[src/rtl/core/rsr_pkg.sv]
// Shared types, codes and default sizes for the reliable stream receiver.
// Used by every module of the block but rsr_ram; depends on nothing.
package rsr_pkg;

    // Default sizes, handed to the top level parameters.
    localparam int MSG_BYTES_DEF     = 128;
    localparam int WINDOW_CHUNKS_DEF = 8;
    localparam int CHUNK_BYTES_DEF   = 8;

    // Packet flag bits.
    localparam logic [7:0] PKT_SYN  = 8'h01;
    localparam logic [7:0] PKT_ACK  = 8'h02;
    localparam logic [7:0] PKT_FIN  = 8'h04;
    localparam logic [7:0] PKT_DATA = 8'h08;

    // Result event codes.
    typedef enum logic [3:0] {
        EV_IGNORED     = 4'd0,
        EV_HS_CORRUPT  = 4'd1,
        EV_SYNACK      = 4'd2,
        EV_ESTABLISHED = 4'd3,
        EV_CORRUPT_ACK = 4'd4,
        EV_FIN         = 4'd5,
        EV_INVALID     = 4'd6,
        EV_DATA        = 4'd7,
        EV_OLD         = 4'd8,
        EV_OUTWINDOW   = 4'd9,
        EV_CLOSED      = 4'd10
    } event_t;

    // Connection phase.
    typedef enum logic [1:0] {
        PH_LISTEN  = 2'd0,
        PH_SYNSEEN = 2'd1,
        PH_EST     = 2'd2,
        PH_CLOSED  = 2'd3
    } phase_t;

    // Back end sequencer states.
    typedef enum logic [2:0] {
        B_IDLE,
        B_DECIDE,
        B_WRITE,
        B_READ,
        B_EMIT
    } back_state_t;

    // One classified packet as it travels from front to back.
    typedef struct packed {
        logic [47:0] src;
        logic [7:0]  seq;
        logic [7:0]  ack;
        logic [7:0]  flags;
        logic [7:0]  len;
        logic [63:0] payload;
        logic [8:0]  seg_end;
        logic        good;
        logic        too_long;
        logic        bad_range;
    } pkt_entry_t;

endpackage

[src/rtl/core/rsr_ram.sv]
// Generic single-write, single-read RAM with a registered read port.
// Standalone; no package needed.
module rsr_ram #(
    parameter int WIDTH = 8,
    parameter int DEPTH = 128
) (
    input  logic                     clk,
    input  logic                     wr_en,
    input  logic [$clog2(DEPTH)-1:0] wr_addr,
    input  logic [WIDTH-1:0]         wr_data,
    input  logic [$clog2(DEPTH)-1:0] rd_addr,
    output logic [WIDTH-1:0]         rd_data
);

    logic [WIDTH-1:0] mem [DEPTH];

    // Write port and registered read port.
    always_ff @(posedge clk)
    begin
        if (wr_en)
        begin
            mem[wr_addr] <= wr_data;
        end
        rd_data <= mem[rd_addr];
    end

endmodule

[src/rtl/core/rsr_front.sv]
// Front end: takes packet beats, checks the checksum and classifies length and range.
// Depends on rsr_pkg.
module rsr_front
    import rsr_pkg::*;
#(
    parameter int MSG_BYTES   = MSG_BYTES_DEF,
    parameter int CHUNK_BYTES = CHUNK_BYTES_DEF
) (
    input  logic        clk,
    input  logic        rst_n,
    input  logic        in_valid,
    output logic        in_stall,
    input  logic [47:0] source_addr,
    input  logic [7:0]  pkt_seq,
    input  logic [7:0]  pkt_ack,
    input  logic [7:0]  pkt_flags,
    input  logic [7:0]  pkt_len,
    input  logic [63:0] pkt_payload,
    input  logic [7:0]  pkt_window,
    input  logic [15:0] pkt_checksum,
    input  logic        q_full,
    output logic        q_push,
    output pkt_entry_t  q_data
);

    localparam int SUM_BYTES = (CHUNK_BYTES < 8) ? CHUNK_BYTES : 8;

    logic        fv_reg, fv_next;
    logic [47:0] src_reg;
    logic [7:0]  seq_reg, ack_reg, flags_reg, len_reg, win_reg;
    logic [63:0] pay_reg;
    logic [15:0] csum_reg;
    logic [11:0] sum;
    logic        accept;

    // Input stage holds one beat until the queue takes it.
    assign in_stall = fv_reg && q_full;
    assign accept   = in_valid && !in_stall;
    assign q_push   = fv_reg && !q_full;

    always_comb
    begin
        fv_next = fv_reg;
        if (q_push)
        begin
            fv_next = 1'b0;
        end
        if (accept)
        begin
            fv_next = 1'b1;
        end
    end

    always_ff @(posedge clk or negedge rst_n)
    begin
        if (!rst_n)
        begin
            fv_reg <= 1'b0;
        end
        else
        begin
            fv_reg <= fv_next;
        end
    end

    always_ff @(posedge clk)
    begin
        if (accept)
        begin
            src_reg   <= source_addr;
            seq_reg   <= pkt_seq;
            ack_reg   <= pkt_ack;
            flags_reg <= pkt_flags;
            len_reg   <= pkt_len;
            pay_reg   <= pkt_payload;
            win_reg   <= pkt_window;
            csum_reg  <= pkt_checksum;
        end
    end

    // Header and payload sum; it never exceeds 12 bits, so no fold is needed.
    always_comb
    begin
        sum = 12'(seq_reg) + 12'(ack_reg) + 12'(flags_reg) + 12'(len_reg) + 12'(win_reg);
        for (int i = 0; i < SUM_BYTES; i++)
        begin
            sum = sum + 12'(pay_reg[8*i +: 8]);
        end
    end

    // Classification that does not depend on connection state.
    always_comb
    begin
        q_data.src       = src_reg;
        q_data.seq       = seq_reg;
        q_data.ack       = ack_reg;
        q_data.flags     = flags_reg;
        q_data.len       = len_reg;
        q_data.payload   = pay_reg;
        q_data.seg_end   = 9'(seq_reg) + 9'(len_reg) - 9'd1;
        q_data.good      = (~{4'd0, sum}) == csum_reg;
        q_data.too_long  = 9'(len_reg) > 9'(CHUNK_BYTES);
        q_data.bad_range = (seq_reg == 8'd0) || (9'(seq_reg) > 9'(MSG_BYTES))
                           || (q_data.seg_end > 9'(MSG_BYTES));
    end

endmodule

[src/rtl/core/rsr_fifo.sv]
// Two-entry queue between the front end and the back end.
// Depends on rsr_pkg for the entry type.
module rsr_fifo
    import rsr_pkg::*;
(
    input  logic       clk,
    input  logic       rst_n,
    input  logic       push,
    input  pkt_entry_t push_data,
    output logic       full,
    input  logic       pop,
    output logic       not_empty,
    output pkt_entry_t head
);

    pkt_entry_t  mem_reg [2];
    logic        wptr_reg, wptr_next;
    logic        rptr_reg, rptr_next;
    logic [1:0]  cnt_reg, cnt_next;

    assign full      = cnt_reg == 2'd2;
    assign not_empty = cnt_reg != 2'd0;
    assign head      = mem_reg[rptr_reg];

    // Pointer and occupancy update.
    always_comb
    begin
        wptr_next = push ? !wptr_reg : wptr_reg;
        rptr_next = pop ? !rptr_reg : rptr_reg;
        cnt_next  = cnt_reg + 2'(push) - 2'(pop);
    end

    always_ff @(posedge clk or negedge rst_n)
    begin
        if (!rst_n)
        begin
            wptr_reg <= 1'b0;
            rptr_reg <= 1'b0;
            cnt_reg  <= 2'd0;
        end
        else
        begin
            wptr_reg <= wptr_next;
            rptr_reg <= rptr_next;
            cnt_reg  <= cnt_next;
        end
    end

    always_ff @(posedge clk)
    begin
        if (push)
        begin
            mem_reg[wptr_reg] <= push_data;
        end
    end

endmodule

[src/rtl/core/rsr_back.sv]
// Back end: connection state, reorder bookkeeping, delivery and the result register.
// Depends on rsr_pkg; drives the byte store RAM ports.
module rsr_back
    import rsr_pkg::*;
#(
    parameter int MSG_BYTES     = MSG_BYTES_DEF,
    parameter int WINDOW_CHUNKS = WINDOW_CHUNKS_DEF,
    parameter int CHUNK_BYTES   = CHUNK_BYTES_DEF
) (
    input  logic                         clk,
    input  logic                         rst_n,
    input  logic                         q_not_empty,
    input  pkt_entry_t                   q_head,
    output logic                         q_pop,
    output logic                         ram_we,
    output logic [$clog2(MSG_BYTES)-1:0] ram_waddr,
    output logic [7:0]                   ram_wdata,
    output logic [$clog2(MSG_BYTES)-1:0] ram_raddr,
    input  logic [7:0]                   ram_rdata,
    output logic                         out_valid,
    input  logic                         out_stall,
    output logic [3:0]                   event_res,
    output logic                         reply_valid,
    output logic [7:0]                   reply_flags,
    output logic [7:0]                   reply_ack,
    output logic [6:0]                   reply_window,
    output logic [15:0]                  reply_sum,
    output logic                         byte_valid,
    output logic [7:0]                   out_byte,
    output logic                         last,
    output logic [15:0]                  error_count,
    output logic [7:0]                   delivered_count
);

    localparam int IW  = $clog2(MSG_BYTES);
    localparam int WIN = WINDOW_CHUNKS * CHUNK_BYTES;

    back_state_t          state_reg, state_next;
    phase_t               phase_reg, phase_next;
    logic [47:0]          peer_reg, peer_next;
    logic [7:0]           ne_reg, ne_next;
    logic [6:0]           held_reg, held_next;
    logic [MSG_BYTES-1:0] have_reg, have_next;
    logic [15:0]          err_reg, err_next;
    pkt_entry_t           cur_reg, cur_next;
    logic [3:0]           idx_reg, idx_next;

    logic        ov_reg, ov_next;
    event_t      ev_reg, ev_next;
    logic        rv_reg, rv_next;
    logic [7:0]  rf_reg, rf_next, ra_reg, ra_next;
    logic [6:0]  rw_reg, rw_next;
    logic [15:0] rs_reg, rs_next, oerr_reg, oerr_next;
    logic        bv_reg, bv_next, last_reg, last_next;
    logic [7:0]  ob_reg, ob_next, dc_reg, dc_next;

    logic        out_free, emit, e_rv, e_bv, e_last, is_last;
    event_t      e_ev;
    logic [7:0]  e_rf, e_ra, e_ob, e_dc;
    logic [6:0]  e_rw;
    logic [8:0]  wend, bpos;
    logic        in_win, is_old;

    // Held flag of a byte number, false outside 1..MSG_BYTES.
    function automatic logic have_at(input logic [MSG_BYTES-1:0] hv, input logic [8:0] pos);
        logic r;
        r = 1'b0;
        if (pos >= 9'd1 && pos <= 9'(MSG_BYTES))
        begin
            r = hv[IW'(pos - 9'd1)];
        end
        return r;
    endfunction

    // Free window bytes; every held byte at or past next_expected lies in the window.
    function automatic logic [6:0] win_free(input logic [8:0] ne, input logic [6:0] held);
        logic [8:0] we;
        logic [8:0] size;
        logic [6:0] r;
        r = 7'd0;
        if (ne != 9'd0 && ne <= 9'(MSG_BYTES))
        begin
            we = ne + 9'(WIN) - 9'd1;
            if (we > 9'(MSG_BYTES))
            begin
                we = 9'(MSG_BYTES);
            end
            size = we - ne + 9'd1;
            if (9'(held) < size)
            begin
                r = 7'(size - 9'(held));
            end
        end
        return r;
    endfunction

    assign out_free  = !ov_reg || !out_stall;
    assign ram_raddr = IW'(ne_reg - 8'd1);
    assign ram_wdata = cur_reg.payload[8*idx_reg[2:0] +: 8];

    // Window end and segment position relative to next_expected.
    always_comb
    begin
        wend = 9'(ne_reg) + 9'(WIN) - 9'd1;
        if (wend > 9'(MSG_BYTES))
        begin
            wend = 9'(MSG_BYTES);
        end
        in_win  = (9'(cur_reg.seq) <= wend) && (cur_reg.seg_end >= 9'(ne_reg));
        is_old  = cur_reg.seg_end < 9'(ne_reg);
        bpos    = 9'(cur_reg.seq) + 9'(idx_reg);
        is_last = !have_at(have_reg, 9'(ne_reg) + 9'd1);
    end

    // Sequencer: next state, state updates and result generation.
    always_comb
    begin
        state_next = state_reg;
        phase_next = phase_reg;
        peer_next  = peer_reg;
        ne_next    = ne_reg;
        held_next  = held_reg;
        have_next  = have_reg;
        err_next   = err_reg;
        cur_next   = cur_reg;
        idx_next   = idx_reg;
        q_pop      = 1'b0;
        ram_we     = 1'b0;
        ram_waddr  = IW'(bpos - 9'd1);
        emit       = 1'b0;
        e_ev       = EV_IGNORED;
        e_rv       = 1'b0;
        e_rf       = PKT_ACK;
        e_ra       = ne_reg;
        e_rw       = win_free(9'(ne_reg), held_reg);
        e_bv       = 1'b0;
        e_ob       = ram_rdata;
        e_last     = 1'b1;
        e_dc       = ne_reg - 8'd1;

        case (state_reg)
            B_IDLE:
            begin
                if (q_not_empty)
                begin
                    q_pop      = 1'b1;
                    cur_next   = q_head;
                    state_next = B_DECIDE;
                end
            end
            B_DECIDE:
            begin
                if (out_free)
                begin
                    emit       = 1'b1;
                    state_next = B_IDLE;
                    if (phase_reg == PH_CLOSED)
                    begin
                        e_ev = EV_CLOSED;
                    end
                    else if (phase_reg != PH_EST)
                    begin
                        if (!cur_reg.good)
                        begin
                            if (err_reg != 16'hFFFF)
                            begin
                                err_next = err_reg + 16'd1;
                            end
                            e_ev = EV_HS_CORRUPT;
                        end
                        else if ((cur_reg.flags & PKT_SYN) != 8'd0)
                        begin
                            peer_next  = cur_reg.src;
                            phase_next = PH_SYNSEEN;
                            e_ev       = EV_SYNACK;
                            e_rv       = 1'b1;
                            e_rf       = PKT_SYN | PKT_ACK;
                            e_ra       = cur_reg.seq + 8'd1;
                            e_rw       = 7'(WIN);
                        end
                        else if (phase_reg == PH_SYNSEEN && cur_reg.src == peer_reg
                                 && (cur_reg.flags & PKT_ACK) != 8'd0
                                 && cur_reg.ack == 8'd1)
                        begin
                            phase_next = PH_EST;
                            e_ev       = EV_ESTABLISHED;
                        end
                    end
                    else if (cur_reg.src != peer_reg)
                    begin
                        e_ev = EV_IGNORED;
                    end
                    else if (!cur_reg.good)
                    begin
                        if (err_reg != 16'hFFFF)
                        begin
                            err_next = err_reg + 16'd1;
                        end
                        e_ev = EV_CORRUPT_ACK;
                        e_rv = 1'b1;
                    end
                    else if ((cur_reg.flags & PKT_FIN) != 8'd0)
                    begin
                        phase_next = PH_CLOSED;
                        e_ev       = EV_FIN;
                        e_rv       = 1'b1;
                        e_ra       = cur_reg.seq + 8'd1;
                    end
                    else if ((cur_reg.flags & PKT_DATA) == 8'd0 || cur_reg.too_long)
                    begin
                        e_ev = EV_IGNORED;
                    end
                    else if (cur_reg.bad_range)
                    begin
                        e_ev = EV_INVALID;
                        e_rv = 1'b1;
                    end
                    else if (in_win)
                    begin
                        emit       = 1'b0;
                        idx_next   = 4'd0;
                        state_next = (cur_reg.len == 8'd0) ? B_READ : B_WRITE;
                    end
                    else if (is_old)
                    begin
                        e_ev = EV_OLD;
                        e_rv = 1'b1;
                    end
                    else
                    begin
                        e_ev = EV_OUTWINDOW;
                        e_rv = 1'b1;
                    end
                end
            end
            B_WRITE:
            begin
                // One payload byte per cycle into the store, first copy wins.
                if (bpos >= 9'(ne_reg) && bpos <= wend && !have_at(have_reg, bpos))
                begin
                    ram_we                        = 1'b1;
                    have_next[IW'(bpos - 9'd1)]   = 1'b1;
                    held_next                     = held_reg + 7'd1;
                end
                idx_next = idx_reg + 4'd1;
                if (8'(idx_reg) + 8'd1 == cur_reg.len)
                begin
                    state_next = B_READ;
                end
            end
            B_READ:
            begin
                // The read of byte next_expected is issued here.
                if (have_at(have_reg, 9'(ne_reg)))
                begin
                    state_next = B_EMIT;
                end
                else if (out_free)
                begin
                    emit       = 1'b1;
                    e_ev       = EV_DATA;
                    e_rv       = 1'b1;
                    state_next = B_IDLE;
                end
            end
            B_EMIT:
            begin
                if (out_free)
                begin
                    emit       = 1'b1;
                    e_ev       = EV_DATA;
                    e_bv       = 1'b1;
                    e_last     = is_last;
                    e_rv       = is_last;
                    e_ra       = ne_reg + 8'd1;
                    e_rw       = win_free(9'(ne_reg) + 9'd1, held_reg - 7'd1);
                    e_dc       = ne_reg;
                    ne_next    = ne_reg + 8'd1;
                    held_next  = held_reg - 7'd1;
                    state_next = is_last ? B_IDLE : B_READ;
                end
            end
            default:
            begin
                state_next = B_IDLE;
            end
        endcase
    end

    // Result register.
    always_comb
    begin
        ov_next   = ov_reg && out_stall;
        ev_next   = ev_reg;
        rv_next   = rv_reg;
        rf_next   = rf_reg;
        ra_next   = ra_reg;
        rw_next   = rw_reg;
        rs_next   = rs_reg;
        bv_next   = bv_reg;
        ob_next   = ob_reg;
        last_next = last_reg;
        oerr_next = oerr_reg;
        dc_next   = dc_reg;
        if (emit)
        begin
            ov_next   = 1'b1;
            ev_next   = e_ev;
            rv_next   = e_rv;
            rf_next   = e_rv ? e_rf : 8'd0;
            ra_next   = e_rv ? e_ra : 8'd0;
            rw_next   = e_rv ? e_rw : 7'd0;
            rs_next   = e_rv ? ~(16'(e_ra) + 16'(e_rf) + 16'(e_rw)) : 16'd0;
            bv_next   = e_bv;
            ob_next   = e_bv ? e_ob : 8'd0;
            last_next = e_last;
            oerr_next = err_next;
            dc_next   = e_dc;
        end
    end

    always_ff @(posedge clk or negedge rst_n)
    begin
        if (!rst_n)
        begin
            state_reg <= B_IDLE;
            phase_reg <= PH_LISTEN;
            peer_reg  <= 48'd0;
            ne_reg    <= 8'd1;
            held_reg  <= 7'd0;
            have_reg  <= '0;
            err_reg   <= 16'd0;
            ov_reg    <= 1'b0;
        end
        else
        begin
            state_reg <= state_next;
            phase_reg <= phase_next;
            peer_reg  <= peer_next;
            ne_reg    <= ne_next;
            held_reg  <= held_next;
            have_reg  <= have_next;
            err_reg   <= err_next;
            ov_reg    <= ov_next;
        end
    end

    always_ff @(posedge clk)
    begin
        cur_reg  <= cur_next;
        idx_reg  <= idx_next;
        ev_reg   <= ev_next;
        rv_reg   <= rv_next;
        rf_reg   <= rf_next;
        ra_reg   <= ra_next;
        rw_reg   <= rw_next;
        rs_reg   <= rs_next;
        bv_reg   <= bv_next;
        ob_reg   <= ob_next;
        last_reg <= last_next;
        oerr_reg <= oerr_next;
        dc_reg   <= dc_next;
    end

    assign out_valid       = ov_reg;
    assign event_res       = ev_reg;
    assign reply_valid     = rv_reg;
    assign reply_flags     = rf_reg;
    assign reply_ack       = ra_reg;
    assign reply_window    = rw_reg;
    assign reply_sum       = rs_reg;
    assign byte_valid      = bv_reg;
    assign out_byte        = ob_reg;
    assign last            = last_reg;
    assign error_count     = oerr_reg;
    assign delivered_count = dc_reg;

endmodule

[src/rtl/core/reliable_stream_receiver_unit.sv]
// Top level of the reliable stream receiver: front end, queue, back end and byte store.
// Depends on rsr_pkg, rsr_front, rsr_fifo, rsr_back and rsr_ram.
//
// Each input beat is one received packet; it produces one or more result beats, the
// final one marked by last. The front end checks the checksum and parks the packet
// in a two-entry queue, so it keeps taking beats while the back end works, until the
// queue is full. The back end takes a packet in B_IDLE and decides it in B_DECIDE,
// which is all that a packet outside the data path needs. For in-window data it then
// writes each payload byte into the byte store (a single-port write RAM) in B_WRITE,
// and reads each delivered byte back through B_READ and B_EMIT; when nothing is
// delivered, B_READ gives the result. No clearing pass is needed after reset.
module reliable_stream_receiver_unit
    import rsr_pkg::*;
#(
    parameter int MSG_BYTES     = MSG_BYTES_DEF,
    parameter int WINDOW_CHUNKS = WINDOW_CHUNKS_DEF,
    parameter int CHUNK_BYTES   = CHUNK_BYTES_DEF
) (
    input  logic        clk,
    input  logic        rst_n,
    input  logic        in_valid,
    output logic        in_stall,
    input  logic [47:0] source_addr,
    input  logic [7:0]  pkt_seq,
    input  logic [7:0]  pkt_ack,
    input  logic [7:0]  pkt_flags,
    input  logic [7:0]  pkt_len,
    input  logic [63:0] pkt_payload,
    input  logic [7:0]  pkt_window,
    input  logic [15:0] pkt_checksum,
    output logic        out_valid,
    input  logic        out_stall,
    output logic [3:0]  event_res,
    output logic        reply_valid,
    output logic [7:0]  reply_flags,
    output logic [7:0]  reply_ack,
    output logic [6:0]  reply_window,
    output logic [15:0] reply_sum,
    output logic        byte_valid,
    output logic [7:0]  out_byte,
    output logic        last,
    output logic [15:0] error_count,
    output logic [7:0]  delivered_count
);

    localparam int IW = $clog2(MSG_BYTES);

    logic             q_full, q_push, q_pop, q_not_empty;
    pkt_entry_t       q_in, q_head;
    logic             ram_we;
    logic [IW-1:0]    ram_waddr, ram_raddr;
    logic [7:0]       ram_wdata, ram_rdata;

    // Checksum and classification of incoming beats.
    rsr_front #(
        .MSG_BYTES   (MSG_BYTES),
        .CHUNK_BYTES (CHUNK_BYTES)
    ) u_front (
        .clk          (clk),
        .rst_n        (rst_n),
        .in_valid     (in_valid),
        .in_stall     (in_stall),
        .source_addr  (source_addr),
        .pkt_seq      (pkt_seq),
        .pkt_ack      (pkt_ack),
        .pkt_flags    (pkt_flags),
        .pkt_len      (pkt_len),
        .pkt_payload  (pkt_payload),
        .pkt_window   (pkt_window),
        .pkt_checksum (pkt_checksum),
        .q_full       (q_full),
        .q_push       (q_push),
        .q_data       (q_in)
    );

    // Decoupling queue.
    rsr_fifo u_fifo (
        .clk       (clk),
        .rst_n     (rst_n),
        .push      (q_push),
        .push_data (q_in),
        .full      (q_full),
        .pop       (q_pop),
        .not_empty (q_not_empty),
        .head      (q_head)
    );

    // Connection state and delivery.
    rsr_back #(
        .MSG_BYTES     (MSG_BYTES),
        .WINDOW_CHUNKS (WINDOW_CHUNKS),
        .CHUNK_BYTES   (CHUNK_BYTES)
    ) u_back (
        .clk             (clk),
        .rst_n           (rst_n),
        .q_not_empty     (q_not_empty),
        .q_head          (q_head),
        .q_pop           (q_pop),
        .ram_we          (ram_we),
        .ram_waddr       (ram_waddr),
        .ram_wdata       (ram_wdata),
        .ram_raddr       (ram_raddr),
        .ram_rdata       (ram_rdata),
        .out_valid       (out_valid),
        .out_stall       (out_stall),
        .event_res       (event_res),
        .reply_valid     (reply_valid),
        .reply_flags     (reply_flags),
        .reply_ack       (reply_ack),
        .reply_window    (reply_window),
        .reply_sum       (reply_sum),
        .byte_valid      (byte_valid),
        .out_byte        (out_byte),
        .last            (last),
        .error_count     (error_count),
        .delivered_count (delivered_count)
    );

    // Out-of-order byte store.
    rsr_ram #(
        .WIDTH (8),
        .DEPTH (MSG_BYTES)
    ) u_store (
        .clk     (clk),
        .wr_en   (ram_we),
        .wr_addr (ram_waddr),
        .wr_data (ram_wdata),
        .rd_addr (ram_raddr),
        .rd_data (ram_rdata)
    );

endmodule
[config.mk]
export PLATFORM = sky130hd
export DESIGN_NAME = reliable_stream_receiver_unit
export DESIGN_NICKNAME = d
export VERILOG_FILES = /design/src/rtl/core/rsr_pkg.sv /design/src/rtl/core/rsr_ram.sv /design/src/rtl/core/rsr_front.sv /design/src/rtl/core/rsr_fifo.sv /design/src/rtl/core/rsr_back.sv /design/src/rtl/core/reliable_stream_receiver_unit.sv
export SDC_FILE = /design/constraint.sdc
export NUM_CORES = 2
export LEC_CHECK = 0
export BUFFER_PORTS_ARGS = -buffer_cell sky130_fd_sc_hd__buf_2
export CAP_MARGIN = 15
export CORE_ASPECT_RATIO = 1.4
export CORE_MARGIN = 1.5
export CORE_UTILIZATION = 62
export CTS_CLUSTER_DIAMETER = 30
export DETAILED_ROUTE_END_ITERATION = 10
export HOLD_SLACK_MARGIN = 0.1
export PLACE_DENSITY = 0.79
export SLEW_MARGIN = 20
export SYNTH_ARGS = -nofsm -noshare
export SYNTH_HDL_FRONTEND = slang
export SYNTH_SLANG_ARGS = --single-unit
export TNS_END_PERCENT = 10
[constraint.sdc]
create_clock -name clk -period 45 [get_ports clk]
set_input_delay 9 -clock clk [delete_from_list [all_inputs] [get_ports clk]]
set_output_delay 9 -clock clk [all_outputs]
set_load 0.1 [all_outputs]
==> flow_summary_export.csv <==
group,metric,value,unit
synthesis,ys_warn_count,0,
synthesis,netlist_instances,4630,
sta,min_period,12350,ps
placed_design,portBuffers,245,
sta,hold_viol,0,
synthesis,synthArstFlopShare,0.112,
critical_path,critPathArrivalTime,13000,ps
global_routing,grt_pass1_wl,306,mm
die,core-area,134000,um2
placed_design,dp_cells,6552,
global_routing,gr-usage-all-layers,0.307,
sta,setup_violations,0,
hold_path,min_path_type,"reg2reg",
sta,worstMarginPinSlew,1200,ps
clocking,numClockSinks,1944,
synthesis,synth.most_common_cell,"edfxtp_1",
power,p_total,6.63,mW
synthesis,synth_seq_area_share,0.685,
synthesis,synth_cell_types,91,
placed_design,gp_congestion,0.942,
drt,drc,0,
synthesis,synth_edf_count,1718,
die,initial_core_util,0.623,
synthesis,synth_top_area_share,0.618,
placed_design,hpwl,127,mm
clocking,clockRootBuffer,"clkbuf_16",
clocking,clk_pin_slew,60,ps
sta,fin_tns_setup,0,ps
die,placementRows,159,
synthesis,synth-seq-cells,1944,
critical_path,cpPeakStageDelay,520,ps
die,fp.dieH,437,um
power,powerDensity,68.9,nW/um2
global_routing,antenna_found_initial,5,
synthesis,mappedNetlistArea,83500,um2
clocking,hold_buffers,0,
sta,worst_clock_skew,59.8,ps
sta,slew_violations,0,
drt,vias_per_cell,6.48,
sta,setup_slack,32650,ps
sta,maxSlewHeadroom,0.194,
critical_path,cp_top_family,"compound AO/OA/AOI/OAI gates",
finish,drive_gt1_frac,0.313,
sta,period_share,0.274,
drt,wl_per_cell,29.2,um
critical_path,path_buf_inv,4,
critical_path,critPathKind,"in2reg",
clocking,clkLatencyLatePin,920,ps
die,fp.dieW,313,um
global_routing,grt_max_degree,155,
drt,dr.pass1.iters,6,
power,p_leak,34.7,nW
synthesis,synth_area_per_cell,18.0,um2
drt,drt_iter0_markers,4795,
sta,max_freq,81.0,MHz
finish,largest_reg_flops,1024,
clocking,cts_max_level,5,
finish,finalNonFillerCells,7031,
synthesis,yosysTopAreaCell,"edfxtp_1",
power,ir_drop,0.193,mV
finish,nNetsFinal,5463,
critical_path,crit_path_max_fanout,9,
clocking,clockBufferDepth,4,
run,max_cap_violations,0,
finish,area_growth,15.4,%
critical_path,path_cells,"buf_2 -> a22oi_1 -> nand2_1 -> a21oi_1 -> inv_1 -> o221ai_1 -> ha_1 -> inv_1 -> ha_1 -> inv_1 -> ha_1 -> a21o_1 -> a21oi_1 -> o21bai_1 -> a21oi_1 -> o21bai_1 -> a21o_1 -> xnor2_1 -> xor2_1 -> nor2_1",
drt,antenna_left,0,
global_routing,overflow,0,
critical_path,end_kind,"flop",
clocking,postCtsSetupRepairBufs,0,
finish,utilization,0.719,
die,die_area,137000,um2
global_routing,grt_pass1_vias,47703,
placed_design,dp_slack,31640,ps
sta,grt_setup_unrepaired,"no",
critical_path,startpoint_type,"primary input",
critical_path,cp_slowest_cell,"a22oi_1",
drt,vias,45558,
synthesis,synthFlopType,"edfxtp_1",
critical_path,crit_required,45650,ps
status,status,"finished, final reports clean",
drt,wl,206,mm
clocking,cts_tree,"built",
synthesis,synthTopCellsByArea,"edfxtp_1 62%, mux4_2 12%, dfrtp_1 6.5%",
clocking,cts_resized,0,
die,io_pins,252,
synthesis,synthTopCellsByCount,"1718 x edfxtp_1, 442 x mux4_2, 217 x dfrtp_1",
clocking,numCtsBuffers,275,
final cells by class:
type | instances | area (um2)
Antenna cell | 1 | 2.50
Clock buffer | 313 | 7210
Clock inverter | 164 | 1800
Fill cell | 7692 | 37600
Inverter | 200 | 751
Multi-Input combinational cell | 2273 | 25000
Sequential cell | 1944 | 57200
Tap cell | 1771 | 2220
Timing Repair Buffer | 365 | 2180
final timing paths:
path                                      from                endpoint  slack (ps)  depth (start not counted)
setup / recovery                     out_stall     u_back.reply_sum[7]       32650                         20
hold / removal             u_front.src_reg[36]  u_fifo.mem_reg[1][144]         430                          0
setup reg to reg              u_back.ne_reg[0]     u_back.reply_sum[7]       35810                         36
hold reg to reg            u_front.src_reg[36]  u_fifo.mem_reg[1][144]         430                          0
max in group asynchronous                rst_n         u_fifo.rptr_reg       35390                          2
min in group asynchronous                rst_n      u_back.held_reg[1]        8130                          1
power by group:
part | leakage [nW] | total, mW | switching (mW) | internal [mW]
sequential | 18.7 | 2.56 | 0.133 | 2.43
clock | 4.33 | 2.11 | 0.820 | 1.29
combinational | 11.7 | 1.96 | 1.26 | 0.705
worst reg2reg max path: cells and delay by family, from the launching register on:
family / cells / cell delay (ps)
compound gates: 14 / 2410
simple gates: 8 / 1770
fa+ha+maj: 5 / 1760
xor+xnor: 5 / 1620
flops: 1 / 960
buf+inv: 4 / 430
layer usage:
metal / vias up / part of all wire / wire [um] / global-route usage
li1: 18972 / - / - / -
met1: 23371 / 0.34 / 70200 / 0.363
met2: 2558 / 0.52 / 106000 / 0.525
met3: 655 / 0.078 / 16100 / 0.0650
met4: 2 / 0.063 / 12900 / 0.172
met5: - / 0.000054 / 11 / 0
metrics by stage:
stage	hold slack (ps)	cell area [um2]
floorplan	421	83500
global placement	422	87200
detailed placement	431	87200
CTS	440	96300
global route	449	96300
finish	434	96300
logic make-up (layout without fill, tap and decap cells):
kind of cell,Yosys count,in the layout,share of synthesized area
AO/OA/AOI/OAI,330,330,0.0266
XOR/XNOR,192,192,0.0205
adder cells (fa/ha/maj),232,232,0.0425
buffers and inverters,418,1042,0.0209
flip-flops,1944,1944,0.685
multiplexers,686,686,0.152
other,2,8,0.0000900
AND/OR/NAND/NOR,826,826,0.0522
cell usage in the layout (no fill, tap or decap), types with 82 or more instances in the layout:
| master | count |
|---|---|
| edfxtp_1 | 1718 |
| mux4_2 | 442 |
| clkbuf_16 | 281 |
| buf_2 | 244 |
| dfrtp_1 | 215 |
| mux2_2 | 208 |
| nand2_1 | 193 |
| inv_1 | 193 |
| ha_1 | 143 |
| buf_4 | 114 |
| nor2_1 | 107 |
| xnor2_1 | 99 |
| nor3_1 | 87 |
| fa_1 | 86 |
| xor2_1 | 84 |
| a21oi_1 | 82 |
Power figures use the tool's default switching activity.
